## src/rtl/core/isms_pkg.sv

```systemverilog
package isms_pkg;

  localparam int CAPACITY = 64;
  localparam int CNT_W    = $clog2(CAPACITY + 1);
  localparam int VAL_W    = 32;
  localparam int CNT_OUT_W = 7;

  localparam logic [1:0] OP_INSERT = 2'd0;
  localparam logic [1:0] OP_REMOVE = 2'd1;
  localparam logic [1:0] OP_QUERY  = 2'd2;
  localparam logic [1:0] OP_CLEAR  = 2'd3;

  localparam logic [1:0] STAT_DONE      = 2'd0;
  localparam logic [1:0] STAT_DUPLICATE = 2'd1;
  localparam logic [1:0] STAT_NOT_FOUND = 2'd2;
  localparam logic [1:0] STAT_FULL      = 2'd3;

  // broadcast control from the sequencer to every cell
  typedef struct packed {
    logic capture;
    logic insert;
    logic remove;
    logic clear;
  } cell_ctl_t;

endpackage

```

## src/rtl/core/isms_cell.sv

```systemverilog
module isms_cell (
  input  logic                         clk,
  input  logic                         rst,
  input  isms_pkg::cell_ctl_t          ctl,
  input  logic [isms_pkg::VAL_W-1:0]   key,
  input  logic                         left_valid,
  input  logic                         left_hit,
  input  logic [isms_pkg::VAL_W-1:0]   right_value,
  input  logic                         right_valid,
  output logic [isms_pkg::VAL_W-1:0]   value,
  output logic                         valid,
  output logic                         match,
  output logic                         hit_out
);
  import isms_pkg::*;

  // any matching cell at or to the left of this one
  assign hit_out = left_hit | match;

  always_ff @(posedge clk) begin
    if (rst) begin
      valid <= 1'b0;
      match <= 1'b0;
    end else begin
      if (ctl.capture) begin
        match <= valid && (value == key);
      end
      if (ctl.clear) begin
        valid <= 1'b0;
      end else if (ctl.insert && !valid && left_valid) begin
        valid <= 1'b1;
      end else if (ctl.remove && hit_out) begin
        valid <= right_valid;
      end
    end
  end

  always_ff @(posedge clk) begin
    if (!ctl.clear) begin
      if (ctl.insert && !valid && left_valid) begin
        value <= key;
      end else if (ctl.remove && hit_out) begin
        value <= right_value;
      end
    end
  end

endmodule

```

## config.mk

```make
export PLATFORM = sky130hd
export DESIGN_NAME = isms_cell
export DESIGN_NICKNAME = d
export VERILOG_FILES = /design/src/rtl/core/isms_pkg.sv /design/src/rtl/core/isms_cell.sv
export SDC_FILE = /design/constraint.sdc
export NUM_CORES = 1
export LEC_CHECK = 0
export ABC_AREA = 1
export ABC_CLOCK_PERIOD_IN_PS = 6700
export BUFFER_PORTS_ARGS = -buffer_cell sky130_fd_sc_hd__buf_4
export CELL_PAD_IN_SITES_DETAIL_PLACEMENT = 2
export CELL_PAD_IN_SITES_GLOBAL_PLACEMENT = 2
export CORE_UTILIZATION = 25
export DETAILED_ROUTE_END_ITERATION = 16
export PLACE_DENSITY = 0.86
export SETUP_SLACK_MARGIN = 0.2
export SYNTH_ARGS = -nofsm -noshare
export SYNTH_HDL_FRONTEND = slang
export SYNTH_SLANG_ARGS = --single-unit
```

## constraint.sdc

```tcl
create_clock -name clk -period 6.7 [get_ports clk]
set_input_delay 1.675 -clock clk [delete_from_list [all_inputs] [get_ports clk]]
set_output_delay 1.675 -clock clk [all_outputs]
set_load 0.01 [all_outputs]
```

==> flow_metrics.tcl <==
set metrics [dict create \
    antenna_violating_nets_post_route 0 \
    dpl.hpwl_um 5256 \
    netlist_area_um2 1992 \
    avgSynthCellArea_um2 7.721 \
    cts-root-buf "sky130_fd_sc_hd__clkbuf_8" \
    io-pin-count 108 \
    startpoint_type_of_the_worst_setup_path "input port" \
    max-cap-violations 0 \
    maximum_number_of_pins_on_one_net_before_global_route_repair 57 \
    clk-insertion-delay-late_ns 0.28 \
    finalWeightedCongestion 0.7276 \
    layout.core_utilization 0.3836 \
    cts-resized-gates 0 \
    timing.rr.end "value[17]" \
    final-max-slew-violation-count 0 \
    synth_warnings 0 \
    area.sequential_um2 1001 \
    placement.cell_area_um2 2888 \
    synthesis_to_layout_area_growth_pct 48.81 \
    cts.clk_slew.worst_paths_ns 0.07 \
    die_width_um 91.26 \
    grt_overflow 0 \
    die_area_um2 8328 \
    synth_nets 331 \
    powerDensity_nw_per_um2 173.3 \
    placed_instances 460 \
    antenna_cells 0 \
    timing.final.hold_violations 0 \
    p_leak_nw 1.487 \
    pre_cts_slack_ns 2.247 \
    timing.fmax_ghz 0.2481 \
    antenna_found_initial 0 \
    detail_route.wl_per_cell_um 13.79 \
    tritoncts "built" \
    detail_route.iter0.violations 31 \
    final_cells 467 \
    drc 0 \
    report.final.setup_viol 0 \
    data_required_time_of_the_worst_path_ns 6.60 \
    first_global_vias 2195 \
    worst-path-max-fanout 56 \
    buffer_ports.inserted 107 \
    final.fill_count 923 \
    cts_max_level 2 \
    vias 2044 \
    syn-instance-count 258 \
    cts_made_buffers 5 \
    source_of_the_worst_register_to_register_timing_path "valid" \
    netlist-cell-type-count 21 \
    clock_sink_count 34 \
    wirelength_um 6442 \
    clock_tree.buffer_depth 2 \
    crit_path_class "in -> reg" \
    worst_slew_margin_rel 0.2663 \
    grt_first_pass_wirelength_um 10240 \
    crit_path_end "value[17]" \
    critPathCaptureType "flip-flop" \
    drt-pass1-iter-count 4 \
    setup_total_negative_slack_ns 0 \
    timing.critical_path.from "left_valid" \
    critical_path_arrival_ns 3.93 \
    finalInstanceArea_um2 2964 \
    rr_worst_depth 3 \
    initial_utilization 0.2578 \
    net_total_in_the_final_layout 438 \
    worst_ir_drop_vdd_mv 0.06445 \
    yosysSeqAreaShare 0.5025 \
    synth_seq_cells 34 \
    cts_post_setup_buffers_inserted 0 \
    globalRouteTotalUtil 0.1555 \
    area_of_the_multi_input_gates_um2 794.5 \
    hold_bufs_at_cts 0 \
    core_area_um2 7727 \
    layout_worst_path_cycle_share 0.6016 \
    timing.hold.worst.class "reg -> reg" \
    layout_min_cycle_time_ns 4.031 \
    drt-vias-per-instance 4.377 \
    rows 32 \
    r2r_slack_ns 3.81 \
    result_of_the_run "completed" \
    grt_setup_unrepaired "no" \
    layout-drive-gt1-share 0.3288 \
    worst_slew_pin_slew_ns 1.098 \
    die_height_um 91.26 \
    skew_ns 0.003468 \
    final_worst_path_setup_slack_ns 2.669 \
]
==> per-layer routing <==
| layer | track usage | part of all wire |
|---|---|---|
| met4 | 0.02381 | 0.0047 |
| met1 | 0.1754 | 0.41 |
| met3 | 0.02848 | 0.039 |
| met2 | 0.3056 | 0.54 |
| met5 | 0 | 0 |
==> sequential cells by signal, summed over array words and instances, names as in the netlist <==
signal / cells
valid: 1
match: 1
value: 32
==> critical path: stages <==
cell,delay (ns)
sky130_fd_sc_hd__buf_4,0.08
sky130_fd_sc_hd__nand2_1,0.04
sky130_fd_sc_hd__nor2_1,0.55
sky130_fd_sc_hd__inv_2,0.55
sky130_fd_sc_hd__a21oi_4,1.01
==> cell usage after synthesis (all sizes together) <==
master / count / area [µm²]
or2: 4 / 27.53
nor2: 15 / 56.30
o21ai: 26 / 130.1
edfxtp: 32 / 960.9
nand3: 4 / 20.02
nand2: 105 / 396.6
buf: 6 / 42.54
inv: 43 / 161.4
nand4: 5 / 31.28
a211o: 1 / 8.760
clkbuf: 1 / 3.750
a31oi: 1 / 6.260
xnor2: 8 / 70.07
a21oi: 3 / 18.77
dfxtp: 2 / 40.04
xor2: 2 / 17.52
==> where the power goes <==
part,switching (mW),internal (mW),leakage [nW]
combinational,0.0548,0.0582,1.13
sequential,0.00833,0.248,0.316
clock,0.0726,0.0717,0.0383
total,0.136,0.378,1.49
==> cell usage in the layout, fill, tap and decap left out <==
master                     instances
sky130_fd_sc_hd__or2_2             3
sky130_fd_sc_hd__o21ai_1           9
sky130_fd_sc_hd__nand2_1         104
sky130_fd_sc_hd__clkbuf_1          2
sky130_fd_sc_hd__nand2_2           1
sky130_fd_sc_hd__a21oi_1           1
sky130_fd_sc_hd__o21ai_0          17
sky130_fd_sc_hd__clkbuf_8          5
sky130_fd_sc_hd__xor2_1            2
sky130_fd_sc_hd__edfxtp_1         32
sky130_fd_sc_hd__nor2_1           15
sky130_fd_sc_hd__a21oi_4           1
sky130_fd_sc_hd__a211o_1           1
sky130_fd_sc_hd__a31oi_1           1
sky130_fd_sc_hd__xnor2_1           8
sky130_fd_sc_hd__dfxtp_1           2
sky130_fd_sc_hd__inv_2             1
sky130_fd_sc_hd__buf_4           107
sky130_fd_sc_hd__inv_1            42
sky130_fd_sc_hd__nand4_1           5
sky130_fd_sc_hd__or2_4             1
sky130_fd_sc_hd__a21oi_2           1
sky130_fd_sc_hd__nand3_1           4
==> worst min-delay path by stage <==
stage | endpoint | cells after the start | slack [ns] | start
after detailed placement | match | 2 | 0.51 | match
after global placement | match | 2 | 0.49 | match
after CTS | match | 2 | 0.52 | match
after global routing | match | 2 | 0.53 | match
after floorplan | match | 2 | 0.51 | match
final | match | 2 | 0.52 | match
==> cell type report <==
class / instances / area share
repair buffers: 107 / 0.2710
well taps: 102 / 0.04306
clock buffers: 7 / 0.02575
inverters: 43 / 0.05445
multi-input cells: 174 / 0.2680
flip-flops and latches: 34 / 0.3377
==> per-stage QoR <==
step | hold WS [ns] | power (mW)
after floorplan | 0.5055 | 0.3103
after global placement | 0.4906 | 0.3714
after detailed placement | 0.5131 | 0.3773
after CTS | 0.5235 | 0.5220
after global routing | 0.5347 | 0.5414
final | 0.5173 | 0.5138
==> cells by family after synthesis <==
family	Yosys count	share of synthesized area
buffers and inverters	50	0.1043
AOI/OAI and AO/OA	31	0.08229
DFF	34	0.5025
xor gates and xnor gates	10	0.04397
and+or+nand+nor	133	0.2670
Note: power is estimated with default switching activity, not from simulation.
